<file path="src/rtl/rhc_pkg.sv">
// Shared types, constants and helper functions for the rolling hash chunk
// boundary detector. No dependencies.
`timescale 1ns / 1ps
`default_nettype none

package rhc_pkg;

    localparam int WINDOW_DEF = 16;
    localparam int HASH_BASE  = 3;

    localparam int CFG_IDX_W  = 2;
    localparam int CFG_DATA_W = 32;

    typedef logic [CFG_IDX_W-1:0] t_cfg_idx;

    localparam t_cfg_idx CFG_MODULUS_BITS = 2'd0;
    localparam t_cfg_idx CFG_TARGET_VALUE = 2'd1;
    localparam t_cfg_idx CFG_MIN_START    = 2'd2;

    localparam logic [5:0]  MODULUS_BITS_RST = 6'd8;
    localparam logic [31:0] TARGET_VALUE_RST = 32'd0;
    localparam logic [15:0] MIN_START_RST    = 16'd17;

    // Shift control handed to every window cell and to the hash unit
    typedef struct packed {
        logic advance;
        logic clear;
    } t_roll_ctl;

    // Hash and position of one byte as produced by the hash unit
    typedef struct packed {
        logic [31:0] hash;
        logic [31:0] pos;
    } t_roll;

    // Request held between the hash unit and the compare stage
    typedef struct packed {
        logic [31:0] hash;
        logic [31:0] pos;
        logic        last;
    } t_stage;

    // HASH_BASE^n modulo 2^32, evaluated at elaboration
    function automatic logic [31:0] base_power(input int n);
        logic [31:0] p;
        p = 32'd1;
        for (int k = 0; k < n; k++) begin
            p = p * 32'(HASH_BASE);
        end
        return p;
    endfunction

endpackage

`default_nettype wire

</file>
<file path="src/rtl/rhc_in_if.sv">
// Input byte channel of the chunk boundary detector.
// Depends on nothing.
`timescale 1ns / 1ps
`default_nettype none

interface rhc_in_if;
    logic       valid;
    logic       ready;
    logic [7:0] data_byte;
    logic       first_byte;
    logic       last_byte;

    modport source (output valid, output data_byte, output first_byte,
                    output last_byte, input ready);
    modport sink   (input valid, input data_byte, input first_byte,
                    input last_byte, output ready);
endinterface

`default_nettype wire

</file>
<file path="src/rtl/rhc_out_if.sv">
// Result channel of the chunk boundary detector.
// Depends on nothing.
`timescale 1ns / 1ps
`default_nettype none

interface rhc_out_if;
    logic        valid;
    logic        ready;
    logic        boundary;
    logic [31:0] boundary_start;
    logic        end_of_buffer;

    modport source (output valid, output boundary, output boundary_start,
                    output end_of_buffer, input ready);
    modport sink   (input valid, input boundary, input boundary_start,
                    input end_of_buffer, output ready);
endinterface

`default_nettype wire

</file>
<file path="src/rtl/rhc_cfg_if.sv">
// Register write channel of the chunk boundary detector.
// Depends on rhc_pkg for the index and data widths.
`timescale 1ns / 1ps
`default_nettype none

interface rhc_cfg_if;
    import rhc_pkg::*;
    logic                  valid;
    logic                  ready;
    t_cfg_idx              index;
    logic [CFG_DATA_W-1:0] data;

    modport source (output valid, output index, output data, input ready);
    modport sink   (input valid, input index, input data, output ready);
endinterface

`default_nettype wire

</file>
<file path="src/rtl/rhc_cell.sv">
// One byte cell of the window shift chain: takes its neighbor's byte on
// every advance, or zero on a buffer start. Depends on rhc_pkg.
`timescale 1ns / 1ps
`default_nettype none

module rhc_cell
    import rhc_pkg::*;
(
    input  wire logic      i_clk,
    input  wire logic      i_rst_n,
    input  wire t_roll_ctl i_ctl,
    input  wire logic [7:0] i_data,
    output logic [7:0]     o_data
);

    logic [7:0] r_byte;
    logic [7:0] n_byte;

    always_comb begin
        n_byte = r_byte;
        if (i_ctl.advance) begin
            n_byte = i_ctl.clear ? 8'd0 : i_data;
        end
    end

    always_ff @(posedge i_clk) begin
        if (!i_rst_n) begin
            r_byte <= 8'd0;
        end else begin
            r_byte <= n_byte;
        end
    end

    assign o_data = r_byte;

endmodule

`default_nettype wire

</file>
<file path="src/rtl/rhc_roll.sv">
// Rolling hash and saturating byte position. Rolls the hash by the entering
// and leaving bytes on each advance. Depends on rhc_pkg.
`timescale 1ns / 1ps
`default_nettype none

module rhc_roll
    import rhc_pkg::*;
#(
    parameter int WINDOW = WINDOW_DEF
) (
    input  wire logic       i_clk,
    input  wire logic       i_rst_n,
    input  wire t_roll_ctl  i_ctl,
    input  wire logic [7:0] i_data_byte,
    input  wire logic [7:0] i_oldest,
    output t_roll           o_roll
);

    // weight of the leaving byte once the window has been multiplied by 3
    localparam logic [31:0] LEAVE_POW = base_power(WINDOW + 1);

    logic [31:0] r_hash;
    logic [31:0] r_pos;
    logic [31:0] n_hash;
    logic [31:0] n_pos;
    logic [31:0] base_hash;
    logic [31:0] base_pos;
    logic [7:0]  leave_byte;
    logic [31:0] leave_term;

    always_comb begin
        base_hash  = i_ctl.clear ? 32'd0 : r_hash;
        base_pos   = i_ctl.clear ? 32'd0 : r_pos;
        leave_byte = i_ctl.clear ? 8'd0 : i_oldest;
        leave_term = 32'(leave_byte) * LEAVE_POW;
        n_hash = (base_hash << 1) + base_hash - leave_term
               + ({24'd0, i_data_byte} << 1) + {24'd0, i_data_byte};
        // saturate at the top of the range
        n_pos  = (base_pos == '1) ? base_pos : base_pos + 32'd1;
    end

    always_ff @(posedge i_clk) begin
        if (!i_rst_n) begin
            r_hash <= 32'd0;
            r_pos  <= 32'd0;
        end else if (i_ctl.advance) begin
            r_hash <= n_hash;
            r_pos  <= n_pos;
        end
    end

    assign o_roll.hash = n_hash;
    assign o_roll.pos  = base_pos;

endmodule

`default_nettype wire

</file>
<file path="src/rtl/rhc_match.sv">
// Boundary compare: window start, minimum start check and masked hash
// compare against the target. Depends on rhc_pkg.
`timescale 1ns / 1ps
`default_nettype none

module rhc_match
    import rhc_pkg::*;
#(
    parameter int WINDOW = WINDOW_DEF
) (
    input  wire t_stage      i_stage,
    input  wire logic [5:0]  i_modulus_bits,
    input  wire logic [31:0] i_target_value,
    input  wire logic [15:0] i_min_start,
    output logic             o_boundary,
    output logic [31:0]      o_boundary_start
);

    localparam logic [31:0] SPAN = 32'(WINDOW - 1);

    logic        full;
    logic [31:0] start;
    logic [31:0] mask;

    always_comb begin
        full  = i_stage.pos >= SPAN;
        start = full ? i_stage.pos - SPAN : 32'd0;
        // six-bit count: 32 and above select the whole hash
        if (i_modulus_bits[5]) begin
            mask = '1;
        end else begin
            mask = (32'd1 << i_modulus_bits[4:0]) - 32'd1;
        end
        o_boundary = full && (start >= {16'd0, i_min_start})
                   && ((i_stage.hash & mask) == i_target_value);
        o_boundary_start = start;
    end

endmodule

`default_nettype wire

</file>
<file path="src/rtl/rolling_hash_chunk_boundary.sv">
// Content-defined chunk boundary detector, top level: window cell chain,
// rolling hash unit, compare stage, register file. Depends on rhc_pkg,
// the rhc_*_if interfaces, rhc_cell, rhc_roll and rhc_match.
`timescale 1ns / 1ps
`default_nettype none

// Takes one byte per clock while the result channel is not stalled and returns
// one result per byte, registered in the compare stage and then in the output
// register. The window is a chain of WINDOW byte cells that shift on every
// accepted byte; the hash is rolled with constant multiplies only, so the hash
// register loop sets the rate of one byte per cycle. A compare stage and an output
// register follow, each able to hold a request while the stage after it
// stalls. Registers are written through the config channel, which is always
// ready; write them only while no result is outstanding.
module rolling_hash_chunk_boundary
    import rhc_pkg::*;
#(
    parameter int WINDOW = WINDOW_DEF
) (
    input  wire logic  i_clk,
    input  wire logic  i_rst_n,
    rhc_in_if.sink     i_in,
    rhc_out_if.source  o_out,
    rhc_cfg_if.sink    i_cfg
);

    logic       [5:0]  r_modulus_bits;
    logic       [31:0] r_target_value;
    logic       [15:0] r_min_start;

    logic              accept;
    logic              out_take;
    t_roll_ctl         roll_ctl;
    t_roll_ctl         tail_ctl;
    t_roll             roll;
    logic [7:0]        w_win [WINDOW];

    logic              r_s1v;
    t_stage            r_s1;
    logic              r_ov;
    logic              r_o_boundary;
    logic [31:0]       r_o_start;
    logic              r_o_eob;
    logic              m_boundary;
    logic [31:0]       m_start;

    // register file
    assign i_cfg.ready = 1'b1;

    always_ff @(posedge i_clk) begin
        if (!i_rst_n) begin
            r_modulus_bits <= MODULUS_BITS_RST;
            r_target_value <= TARGET_VALUE_RST;
            r_min_start    <= MIN_START_RST;
        end else if (i_cfg.valid) begin
            unique case (i_cfg.index)
                CFG_MODULUS_BITS: r_modulus_bits <= i_cfg.data[5:0];
                CFG_TARGET_VALUE: r_target_value <= i_cfg.data[31:0];
                CFG_MIN_START:    r_min_start    <= i_cfg.data[15:0];
                default: ;
            endcase
        end
    end

    // handshake
    assign out_take   = !r_ov || o_out.ready;
    assign i_in.ready = !r_s1v || out_take;
    assign accept     = i_in.valid && i_in.ready;

    assign roll_ctl.advance = accept;
    assign roll_ctl.clear   = i_in.first_byte;
    // the newest cell always loads the incoming byte, even on a buffer start
    assign tail_ctl.advance = accept;
    assign tail_ctl.clear   = 1'b0;

    // window cell chain, oldest byte in cell 0
    for (genvar g = 0; g < WINDOW; g++) begin : g_cell
        if (g == WINDOW - 1) begin : g_tail
            rhc_cell u_cell (
                .i_clk   (i_clk),
                .i_rst_n (i_rst_n),
                .i_ctl   (tail_ctl),
                .i_data  (i_in.data_byte),
                .o_data  (w_win[g])
            );
        end else begin : g_body
            rhc_cell u_cell (
                .i_clk   (i_clk),
                .i_rst_n (i_rst_n),
                .i_ctl   (roll_ctl),
                .i_data  (w_win[g+1]),
                .o_data  (w_win[g])
            );
        end
    end

    rhc_roll #(
        .WINDOW (WINDOW)
    ) u_roll (
        .i_clk       (i_clk),
        .i_rst_n     (i_rst_n),
        .i_ctl       (roll_ctl),
        .i_data_byte (i_in.data_byte),
        .i_oldest    (w_win[0]),
        .o_roll      (roll)
    );

    // compare stage
    always_ff @(posedge i_clk) begin
        if (!i_rst_n) begin
            r_s1v <= 1'b0;
        end else if (accept) begin
            r_s1v <= 1'b1;
        end else if (out_take) begin
            r_s1v <= 1'b0;
        end
    end

    always_ff @(posedge i_clk) begin
        if (accept) begin
            r_s1.hash <= roll.hash;
            r_s1.pos  <= roll.pos;
            r_s1.last <= i_in.last_byte;
        end
    end

    rhc_match #(
        .WINDOW (WINDOW)
    ) u_match (
        .i_stage          (r_s1),
        .i_modulus_bits   (r_modulus_bits),
        .i_target_value   (r_target_value),
        .i_min_start      (r_min_start),
        .o_boundary       (m_boundary),
        .o_boundary_start (m_start)
    );

    // output register
    always_ff @(posedge i_clk) begin
        if (!i_rst_n) begin
            r_ov <= 1'b0;
        end else if (r_s1v && out_take) begin
            r_ov <= 1'b1;
        end else if (o_out.ready) begin
            r_ov <= 1'b0;
        end
    end

    always_ff @(posedge i_clk) begin
        if (r_s1v && out_take) begin
            r_o_boundary <= m_boundary;
            r_o_start    <= m_start;
            r_o_eob      <= r_s1.last;
        end
    end

    assign o_out.valid          = r_ov;
    assign o_out.boundary       = r_o_boundary;
    assign o_out.boundary_start = r_o_start;
    assign o_out.end_of_buffer  = r_o_eob;

    // checks
    a_rst_empty: assert property (@(posedge i_clk)
        !i_rst_n |=> !r_ov && !r_s1v)
        else $error("pipeline not empty after reset");

    a_boundary_min: assert property (@(posedge i_clk) disable iff (!i_rst_n)
        r_ov && r_o_boundary |-> r_o_start >= {16'd0, r_min_start})
        else $error("boundary reported below minimum start");

    a_first_pos: assert property (@(posedge i_clk) disable iff (!i_rst_n)
        accept && i_in.first_byte |=> r_s1v && r_s1.pos == 32'd0)
        else $error("buffer start did not restart position");

endmodule

`default_nettype wire

</file>
<file path="src/flat_wrapper.sv">
// flat-port wrapper written by rule: the top's interface ports become plain ports
module rolling_hash_chunk_boundary_flat import rhc_pkg::*;
#(
    parameter int WINDOW = WINDOW_DEF
)
  (i_clk, i_rst_n, i_in_valid, i_in_data_byte, i_in_first_byte, i_in_last_byte, i_in_ready, o_out_valid, o_out_boundary, o_out_boundary_start, o_out_end_of_buffer, o_out_ready, i_cfg_valid, i_cfg_index, i_cfg_data, i_cfg_ready);
  rhc_in_if i_in_i ();
  rhc_out_if o_out_i ();
  rhc_cfg_if i_cfg_i ();
  input  wire logic i_clk;
  input  wire logic i_rst_n;
  input wire logic [$bits(i_in_i.valid)-1:0] i_in_valid;
  input wire logic [$bits(i_in_i.data_byte)-1:0] i_in_data_byte;
  input wire logic [$bits(i_in_i.first_byte)-1:0] i_in_first_byte;
  input wire logic [$bits(i_in_i.last_byte)-1:0] i_in_last_byte;
  output wire logic [$bits(i_in_i.ready)-1:0] i_in_ready;
  output wire logic [$bits(o_out_i.valid)-1:0] o_out_valid;
  output wire logic [$bits(o_out_i.boundary)-1:0] o_out_boundary;
  output wire logic [$bits(o_out_i.boundary_start)-1:0] o_out_boundary_start;
  output wire logic [$bits(o_out_i.end_of_buffer)-1:0] o_out_end_of_buffer;
  input wire logic [$bits(o_out_i.ready)-1:0] o_out_ready;
  input wire logic [$bits(i_cfg_i.valid)-1:0] i_cfg_valid;
  input wire logic [$bits(i_cfg_i.index)-1:0] i_cfg_index;
  input wire logic [$bits(i_cfg_i.data)-1:0] i_cfg_data;
  output wire logic [$bits(i_cfg_i.ready)-1:0] i_cfg_ready;
  assign i_in_i.valid = i_in_valid;
  assign i_in_i.data_byte = i_in_data_byte;
  assign i_in_i.first_byte = i_in_first_byte;
  assign i_in_i.last_byte = i_in_last_byte;
  assign i_in_ready = i_in_i.ready;
  assign o_out_valid = o_out_i.valid;
  assign o_out_boundary = o_out_i.boundary;
  assign o_out_boundary_start = o_out_i.boundary_start;
  assign o_out_end_of_buffer = o_out_i.end_of_buffer;
  assign o_out_i.ready = o_out_ready;
  assign i_cfg_i.valid = i_cfg_valid;
  assign i_cfg_i.index = i_cfg_index;
  assign i_cfg_i.data = i_cfg_data;
  assign i_cfg_ready = i_cfg_i.ready;
  rolling_hash_chunk_boundary #(.WINDOW(WINDOW)) u_core (.i_clk(i_clk), .i_rst_n(i_rst_n), .i_in(i_in_i), .o_out(o_out_i), .i_cfg(i_cfg_i));
endmodule
</file>
<file path="config.mk">
export PLATFORM = sky130hd
export DESIGN_NAME = rolling_hash_chunk_boundary_flat
export DESIGN_NICKNAME = d
export VERILOG_FILES = /design/src/rtl/rhc_pkg.sv /design/src/rtl/rhc_in_if.sv /design/src/rtl/rhc_out_if.sv /design/src/rtl/rhc_cfg_if.sv /design/src/rtl/rhc_cell.sv /design/src/rtl/rhc_roll.sv /design/src/rtl/rhc_match.sv /design/src/rtl/rolling_hash_chunk_boundary.sv /design/src/flat_wrapper.sv
export SDC_FILE = /design/constraint.sdc
export NUM_CORES = 1
export LEC_CHECK = 0
export BUFFER_PORTS_ARGS = -buffer_cell sky130_fd_sc_hd__buf_2
export CORE_MARGIN = 2
export CORE_UTILIZATION = 60
export CTS_CLUSTER_SIZE = 14
export DETAILED_ROUTE_END_ITERATION = 6
export PLACE_DENSITY = 0.84
export SLEW_MARGIN = 20
export SYNTH_ARGS = -nofsm -noshare
export SYNTH_HDL_FRONTEND = slang
export SYNTH_SLANG_ARGS = --single-unit
</file>
<file path="constraint.sdc">
create_clock -name i_clk -period 7.51 [get_ports i_clk]
set_clock_uncertainty 0.2 [all_clocks]
set_input_delay 0 -clock i_clk [delete_from_list [all_inputs] [get_ports i_clk]]
set_output_delay 0 -clock i_clk [all_outputs]
set_load 0.03 [all_outputs]
</file>
Word level (Yosys, flattened, before mapping)
Index checks and enable logic that the tools add are counted.
{"block": "classes", "eq_ne": 4, "n_reduce_logical": 14, "order_cmp": 2, "add_sub_neg": 7, "mul": 1, "muxes": 25, "shift": 1, "n_bitwise": 1}
{"op": "$mux 32", "n": 5}
{"op": "$mux 8", "n": 16}
{"op": "$add 32x1->32 const B", "n": 1}
{"op": "$add 32x32->32", "n": 1}
{"op": "$add 32x8->32", "n": 1}
{"op": "$add 32x9->32", "n": 1}
{"op": "$and 32x32->32", "n": 1}
{"op": "$eq 32x32->1", "n": 1}
{"op": "$eq 32x32->1 const B", "n": 1}
{"op": "$ge 32x16->1", "n": 1}
{"op": "$ge 32x4->1 const B", "n": 1}
{"op": "$mul 8x27->32 const B", "n": 1}
{"op": "$shl 1x5->32 const A", "n": 1}
{"op": "$sub 32x1->32 const B", "n": 1}
{"op": "$sub 32x32->32", "n": 1}
{"op": "$sub 32x4->32 const B", "n": 1}
{"op": "$reduce_and 2->1", "n": 3}
{"op": "$logic_and 1x1->1", "n": 4}
{"op": "$mux 1", "n": 4}
{"op": "$reduce_bool 2->1", "n": 2}
{"op": "$eq 2x1->1 const B", "n": 1}
{"op": "$eq 2x2->1 const B", "n": 1}
{"op": "$logic_not 1->1", "n": 2}
{"op": "$logic_not 2->1", "n": 1}
{"op": "$logic_or 1x1->1", "n": 2}
{"block": "totals", "out_inout_bits": 37, "input_bits": 49, "ff_bits": 347, "wordCells": 84}

Depth between registers and ports, before layout
Gate-level depths: netlist (run 1).
{"block": "depth", "depth_word": 6, "mapped_depth": 24, "ltp_nobuf": 22}

Hierarchy
Synthesis (run 1) repeated with hierarchy kept, for this count alone.
{"block": "hier_totals", "hier_cells": 2367, "hier_area_um2": 22452.8}
{"mod": "rhc_roll", "cells_per_inst": 1061, "instances": 1, "seq_area_each_um2": 1281.2, "area_per_inst_um2": 9459.1}
{"mod": "rhc_cell", "cells_per_inst": 35, "instances": 16, "seq_area_each_um2": 160.2, "area_per_inst_um2": 330.3}
{"mod": "rolling_hash_chunk_boundary", "cells_per_inst": 325, "instances": 1, "seq_area_each_um2": 4093.9, "area_per_inst_um2": 5152.4}
{"mod": "rhc_match", "cells_per_inst": 421, "instances": 1, "seq_area_each_um2": 0.0, "area_per_inst_um2": 2556.2}

Worst setup path before layout (run 1)
Ideal clock, no wire load.
{"block": "synth_timing", "path_kind": "input-to-reg", "from": "input i_in_first_byte", "to": "register u_core.r_s1[63] (netlist bit), data pin", "setup_time_ps": 260, "t_arrival_ps": 5577, "cell_stages": 22, "slack_ps": 1472, "required_ps": 7050, "n_path_buf": 4, "cell_sequence": "clkbuf_1 -> clkbuf_1 -> clkbuf_1 -> nor2b_1 -> fa_1 -> inv_1 -> fa_1 -> fa_1 -> inv_1 -> fa_1 -> fa_1 -> inv_1 -> ha_1 -> clkbuf_1 -> a21oi_1 -> o21ai_0 -> o221ai_1 -> a32oi_1 -> a31oi_1 -> o31ai_1 -> nand2b_1 -> xor2_1"}
{"element": "start, declared", "line": "flat_wrapper.sv:14", "rtl": "input wire logic [$bits(i_in_i.first_byte)-1:0] i_in_first_byte;"}
{"element": "end, declared", "line": "rolling_hash_chunk_boundary.sv:39", "rtl": "t_stage r_s1;"}

==> results.md, run 1 <==
- Critical Path RT: 7.63 ns
- Total Wirelength: 51100 µm
- Synth Flop Type: dfxtp_1
- Syn Inst Count: 2365
- Post-synth EDFFs: 99
- Cell Chain, Critical Path: dlygate4sd3_1 > buf_4 > nor2b_1 > fa_1 > inv_1 > fa_1 > fa_1 > inv_1 > fa_1 > fa_1 > inv_1 > ha_1 > a21oi_1 > o21ai_0 > o221ai_1 > a32oi_1 > a31oi_1 > o31ai_1 > nand2b_1 > xor2_1
- Number of global-route vias before repair: 16700
- Largest net degree at the start of global routing: 131
- P_leak: 9.73 nW
- Post-DP HPWL: 34300 µm
- Placed cell count: 2795
- Via count: 16900
- Initial Utilization: 60.6%
- Max-Cap Viols: 0
- Number of antenna-violating nets in the routed design: 0
- PwrDens: 305 mW/mm²
- Final hold vios: 0
- H-Tree Depth: 2
- Commonest cells in the netlist: nand2_1, inv_1, dfxtp_1, a21oi_1, ha_1
- Clk slew on worst S/H paths: 0.07 ns
- Routed WL per cell: 17.5 µm
- Ant diodes: 0
- Mean Syn Cell Area: 9.04 µm²
- Boundary Pins: 86
- WHS Endpoint: u_core.r_target_value[25]
- Final Non-Filler Cells: 2928
- Max incr delay on CP: 0.73 ns
- Most common cell on crit path: fa_1
- Max Slew Vio Count: 0
- Final min period: 6.61 ns
- First-pass GRT wire length: 82200 µm
- Post-Syn Nets: 2677
- Peak VDD IR: 0.362 mV
- DRC violations left: 0
- Worst path slowest cell: fa_1
- Overall power: 0.00729 W
- Drt first-iter violations: 1409
- Slew HR: 28.6%
- Worst r2r src: u_core.g_cell[0].g_body.u_cell.o_data[5]
- CTS tree: built
- Synth top area share: 23.2%
- Clk sink count: 347
- Post_cts resized: 0
- Clk root buf: clkbuf_16
- Initial antenna violation count: 0
- Buffers on Ports: 84
- HP Class: in2reg
- Die X: 193 µm
- Die Y: 193 µm
- Register area share after synthesis: 37.1%
- Critical Path Start Type: input pin
- Crit. End Element: register
- R2R setup slack: 1.13 ns
- Final Wtd Congestion: 0.977
- Kind of critical path: in2reg
- Status: completed
- Worst r2r path cells: 18
- Nets: 2753
- RSZ-0062 raised after global routing: no
- Core area: 0.0353 mm²
- Vias per cell: 5.79
- Clk_lat worst skew: 0.58 ns
- Tcrit/Tclk final: 88.0%
- Area contributors post-synth: dfxtp_1, edfxtp_1, fa_1, ha_1, nand2_1
- Setup violators final: 0
- Setup TNS: 0 ns
- Die ar.: 0.0372 mm²
- GRT Residual Overflow: 0
- Cell Area, Synth: 0.0214 mm²
- Worst r2r dst: u_core.r_s1[63]
- Unique masters post-synth: 80
- Largest area contributor in the netlist: dfxtp_1
- Buffer levels on the longest clock path: 3
- Top-count cell post-synth: nand2_1
- Layout cells sized above 1: 7.62%
- Synth async-reset ratio: 0%
- DRT Pass-1 Iters: 6
- Gr usage total: 27.8%
- Total CTS buffers: 38
- Fmax: 151 MHz
- Least-Margin Pin Slew: 1.07 ns
- Largest fanout on the critical path: 70
- Worst min-delay path startpoint: i_cfg_data[25]
- Crit path DAT: 6.73 ns
- Rows: 69
- Flop and latch count out of synthesis: 347
- Hold Path Depth: 4
- Synth-to-Final Area Change: 11.9%
- Yosys Warn Count: 0
[worst max-delay path: cells and delay by family]
kind,cells,cell delay (ns)
AO/OA/AOI/OAI,6,1.74
XOR/XNOR,1,0.07
adder cells (fa/ha/maj),6,3.06
buffers and inverters,5,1.26
AND/OR/NAND/NOR,2,0.56
[flip-flops by register name (all words and copies together), names as in the netlist, 6 cells and up]
name / count
u_core.r_modulus_bits: 6
u_core.u_roll.r_hash: 32
u_core.r_s1: 65
u_core.r_min_start: 16
u_core.g_cell.g_tail.u_cell.o_data: 8
u_core.u_roll.r_pos: 32
u_core.o_out.boundary_start: 32
u_core.r_target_value: 32
u_core.g_cell.g_body.u_cell.o_data: 120
[area by class of cell]
class / instances / area [µm²]
Tap cell: 461 / 577
Sequential cell: 347 / 7940
Inverter: 258 / 978
Fill cell: 2574 / 11400
Multi-Input combinational cell: 1634 / 12000
Clock inverter: 19 / 193
Timing Repair Buffer: 162 / 1180
Clock buffer: 47 / 1030
[cell usage in the layout (no fill, tap or decap), types with 67 or more instances in the layout]
cell type        n
a21oi_1        237
nand3b_1       123
nand2_1        349
inv_1          256
nor2_1         112
fa_1           117
buf_2           83
ha_1           146
dlygate4sd3_1   67
dfxtp_1        248
edfxtp_1        99
[worst max-delay path by stage]
stage / start / cells after the start / endpoint / slack [ns]
2_1_floorplan: i_in_first_byte / 22 / u_core.r_s1[63] / 1.47
3_3_place_gp: i_in_first_byte / 19 / u_core.r_s1[63] / 1.16
3_5_place_dp: i_in_first_byte / 23 / u_core.r_s1[64] / 1.01
4_1_cts: i_in_first_byte / 20 / u_core.r_s1[63] / 1.06
5_1_grt: i_in_first_byte / 22 / u_core.r_s1[64] / 0.53
6_report: i_in_first_byte / 20 / u_core.r_s1[63] / 0.90
[layer usage]
layer	vias to the layer above	track usage (%)	part of all wire, %
li1	8035	-	-
met1	8048	34.0	40
met2	701	47.7	49
met3	155	5.27	7.0
met4	0	11.9	4.0
met5	-	0	0
[power breakdown]
| group | switching, W | internal (W) | total (W) |
|---|---|---|---|
| Sequential | 0.000121 | 0.00226 | 0.00238 |
| Clock | 0.000807 | 0.00103 | 0.00184 |
| Combinational | 0.00184 | 0.00123 | 0.00307 |
| Total | 0.00276 | 0.00452 | 0.00729 |
[logic make-up (layout without fill, tap and decap cells)]
family,Yosys count,after routing,share of synthesized area [%]
AOI/OAI and AO/OA,385,385,10.6
xor gates and xnor gates,104,104,4.26
adders and majority gates,263,263,19.5
buffers and inverters,384,486,6.76
DFF,347,347,37.1
muxes,25,25,1.21
other,1,1,0.0175
and+or+nand+nor,856,856,20.6
[what timing repair did]
item | CTS | global route
endpoints found under the hold margin | 108 | 0
hold buffers | 67 | 0
buffers inserted | 0 | 0
[per-stage QoR]
step / worst slack [ns] / utilization (%) / hold WS [ns] / area (µm²)
finish: 0.899 / 67.7 / 0.0216 / 23900
global placement: 1.16 / 62.3 / -0.0241 / 22000
detailed placement: 1.01 / 62.4 / -0.0203 / 22000
floorplan: 1.47 / - / -0.101 / 21400
CTS: 1.06 / 67.7 / 0.00202 / 23900
global route: 0.527 / 67.7 / 0.0395 / 23900
Note: power is estimated with default switching activity, not from simulation.
==> run 2, diff against run 1 <==
ABC_AREA = 1   (was not set)
SLEW_MARGIN = 5   (was 20)
==> run 2 against run 1 <==
Net effect: combinational power grew 29%; global-route usage is 2.6 points higher; count of clock-buffer cells in the layout rose by 3; area after synthesis up 3.7%; non-clock buffer count up 6; via count is 12% higher.
==> results.md, run 2 <==
- Fmax: 160 MHz (+6.1%)
- Rows: 70 (+1.4%)
- Syn Inst Count: 2817 (+19%)
- Ant diodes: 0 (unchanged)
- Number of antenna-violating nets in the routed design: 0 (unchanged)
- Largest net degree at the start of global routing: 144 (+9.9%)
- Buffer levels on the longest clock path: 3 (unchanged)
- Max incr delay on CP: 0.66 ns (-0.07 ns)
- Routed WL per cell: 17.1 µm (-1.9%)
- Slew HR: 27.4% (-1.1 points)
- Part of the power in registers: 29.1% (-3.5 points)
- Final Wtd Congestion: 0.896 (-8.3%)
- Max-Cap Viols: 0 (unchanged)
- CTS tree: built
- Via count: 19000 (+12%)
- Largest fanout on the critical path: 7 (-90%)
- DRC violations left: 0 (unchanged)
- Setup bufs post-CTS: 0 (unchanged)
- Setup violators final: 0 (unchanged)
- Boundary Pins: 86 (unchanged)
- Register area share after synthesis: 35.8% (-1.3 points)
- Final min period: 6.23 ns (-0.380 ns)
- Initial Utilization: 60.7% (+0.16 points)
- Final Instance Area: 0.0248 mm² (+3.9%)
- Critical Path RT: 7.76 ns (+0.13 ns)
- Buffers on Ports: 84 (unchanged)
- Least-Margin Pin Slew: 1.09 ns (+0.0146 ns)
- Hold-fix buffers, CTS: 73 (+9.0%)
- R2R setup slack: 1.28 ns (+0.15 ns)
- PwrDens: 336 mW/mm² (+10%)
- Critical Path Start Type: register
- Final hold vios: 0 (unchanged)
- Post-synth EDFFs: 99 (unchanged)
- Worst path slowest cell: nor2_1
- Mean Syn Cell Area: 7.87 µm² (-13%)
- Vias per cell: 5.57 (-3.8%)
- Max FFs per register: 120 (unchanged)
- Flop and latch count out of synthesis: 347 (unchanged)
- HP Class: in2reg
- Drt first-iter violations: 1359 (-3.5%)
- Largest area contributor in the netlist: dfxtp_1
- Worst r2r dst: u_core.u_roll.r_hash[27]
- Nets: 3222 (+17%)
- Post_cts resized: 0 (unchanged)
- Die X: 196 µm (+1.8%)
- Clk root buf: clkbuf_16
- GRT Residual Overflow: 0 (unchanged)
- Synth top area share: 22.4% (-0.83 points)
- Initial antenna violation count: 0 (unchanged)
- Final Non-Filler Cells: 3407 (+16%)
- Worst min-delay path startpoint: i_in_first_byte
- P_leak: 11.0 nW (+13%)
- Tcrit/Tclk final: 83.0% (-5.1 points)
- H-Tree Depth: 2 (unchanged)
- Commonest cells in the netlist: inv_1, nand2_1, a21oi_1, dfxtp_1, nand3_1
- Gr usage total: 30.4% (+2.6 points)
- Synth-to-Final Area Change: 12.0%
- Switch share: 41.7% (+3.7 points)
- Most common cell after layout, fill and taps aside: inv_1
- Placed cell count: 3265 (+17%)
- Core area: 0.0365 mm² (+3.4%)
- Hold Path Depth: 5 (+1)
- Fillcell total: 2944 (+14%)
- Worst hold slack: 0.0369 ns (+0.0153 ns)
- Max Slew Vio Count: 0 (unchanged)
- Net Switching: 0.00348 W (+26%)
- Yosys Warn Count: 0 (unchanged)
- Worst r2r src: u_core.g_cell[0].g_body.u_cell.o_data[7]
- Top-count cell post-synth: inv_1
- RSZ-0062 raised after global routing: no
- Clock power share: 23.3% (-1.9 points)
- DRT Pass-1 Iters: 7 (+1)
- Most frequent cells in the layout: inv_1, nand2_1, a21oi_1
- WHS Endpoint: u_core.g_cell[3].g_body.u_cell.o_data[7]
- Die Y: 196 µm (+1.8%)
- Clk slew on worst S/H paths: 0.06 ns (about the same)
- Kind of critical path: reg2reg
- Layout cells sized above 1: 6.77% (-0.85 points)
- Clk sink count: 347 (unchanged)
- Status: completed
- Cell Area, Synth: 0.0222 mm² (+3.7%)
- Crit path DAT: 6.48 ns (-0.25 ns)
- Total Wirelength: 58300 µm (+14%)
- Setup TNS: 0 ns (unchanged)
- Post-Syn Nets: 3129 (+17%)
- Crit. End Element: register
- Clk_lat worst skew: 0.57 ns (about the same)
- Unique masters post-synth: 54 (-33%)
- Placed Area: 0.0228 mm² (+3.6%)
- Synth async-reset ratio: 0% (unchanged)
- Area contributors post-synth: dfxtp_1, edfxtp_1, fa_1, inv_1, ha_1
- Die ar.: 0.0385 mm² (+3.6%)
- Number of global-route vias before repair: 18300 (+9.6%)
- Synth Flop Type: dfxtp_1
- Worst r2r path cells: 25 (+7)
- Combinational share of power: 47.6% (+5.5 points)
- Peak VDD IR: 0.265 mV (-27%)
- Post-DP HPWL: 42500 µm (+24%)
- Cell Int Power: 0.00487 W (+7.6%)
- First-pass GRT wire length: 93400 µm (+14%)
- Total CTS buffers: 38 (unchanged)
- Overall power: 0.00834 W (+15%)
==> run 2: cell types whose count changed in the layout (fill, tap and decap cells not counted), moves of 58 or more <==
cell and change:
nor2_1 +117, nand2_1 +103, nor2b_1 -58, nand3_1 +192, o21ai_0 +97, inv_1 +242, nand3b_1 -120
==> run 2: power groups by stage <==
| stage | registers, W | logic [W] | clock network [W] |
|---|---|---|---|
| finish | 0.00243 | 0.00397 | 0.00194 |
| CTS | 0.00242 | 0.00389 | 0.00197 |
| global placement | 0.00246 | 0.00374 | 0 |
| floorplan | 0.00243 | 0.00278 | 0 |
| detailed placement | 0.00246 | 0.00384 | 0 |
| global route | 0.00244 | 0.00442 | 0.00204 |
==> run 2: cell families after synthesis <==
| group | after synthesis | synth area share (%) |
|---|---|---|
| and+or+nand+nor | 1041 | 20.6 |
| buffers and inverters | 624 | 10.8 |
| AOI/OAI and AO/OA | 466 | 11.0 |
| DFF | 347 | 35.8 |
| adders and majority gates | 263 | 18.8 |
| xor gates and xnor gates | 75 | 2.96 |
| other | 1 | 0.0169 |
==> run 2: critical path, delay by kind of cell (launching register included) <==
| kind | cells | cell delay, ns |
|---|---|---|
| AND/OR/NAND/NOR | 10 | 1.45 |
| adder cells (fa/ha/maj) | 6 | 2.94 |
| AO/OA/AOI/OAI | 2 | 0.64 |
| flip-flops | 1 | 0.30 |
| buffers and inverters | 7 | 0.62 |
==> run 2: routing by layer <==
layer | vias up | global-route usage, % | wire length [µm]
met5 | - | 0 | 0
met4 | 0 | 10.7 | 1940
met3 | 134 | 4.04 | 3680
met2 | 637 | 50.5 | 27300
met1 | 8957 | 41.0 | 25400
li1 | 9239 | - | -
==> run 2: final cells by class <==
type / count / area (µm²) / share of cell area [%]
sequential: 347 / 7940 / 31.9
tap: 468 / 586 / 2.36
multi-input combinational: 1846 / 11900 / 47.8
clock buffer: 50 / 1060 / 4.26
clock inverter: 19 / 240 / 0.967
timing repair buffer: 168 / 1230 / 4.97
inverter: 509 / 1920 / 7.73
==> run 2: worst max-delay path by stage <==
stage	startpoint	end
after floorplan	i_in_first_byte	u_core.u_roll.r_hash[27]
after global placement	i_in_first_byte	u_core.u_roll.r_hash[27]
after detailed placement	i_in_first_byte	u_core.u_roll.r_hash[27]
after CTS	u_core.g_cell[0].g_body.u_cell.o_data[0]	u_core.u_roll.r_hash[27]
after global routing	u_core.g_cell[0].g_body.u_cell.o_data[7]	u_core.u_roll.r_hash[27]
final	u_core.g_cell[0].g_body.u_cell.o_data[7]	u_core.u_roll.r_hash[27]
==> run 2: through the flow <==
stage / utilization (%) / worst slack [ns]
finish: 68.0 / 1.28
global route: 68.0 / 0.853
CTS: 68.0 / 1.29
detailed placement: 62.5 / 1.20
global placement: 62.5 / 1.27
floorplan: - / 1.37
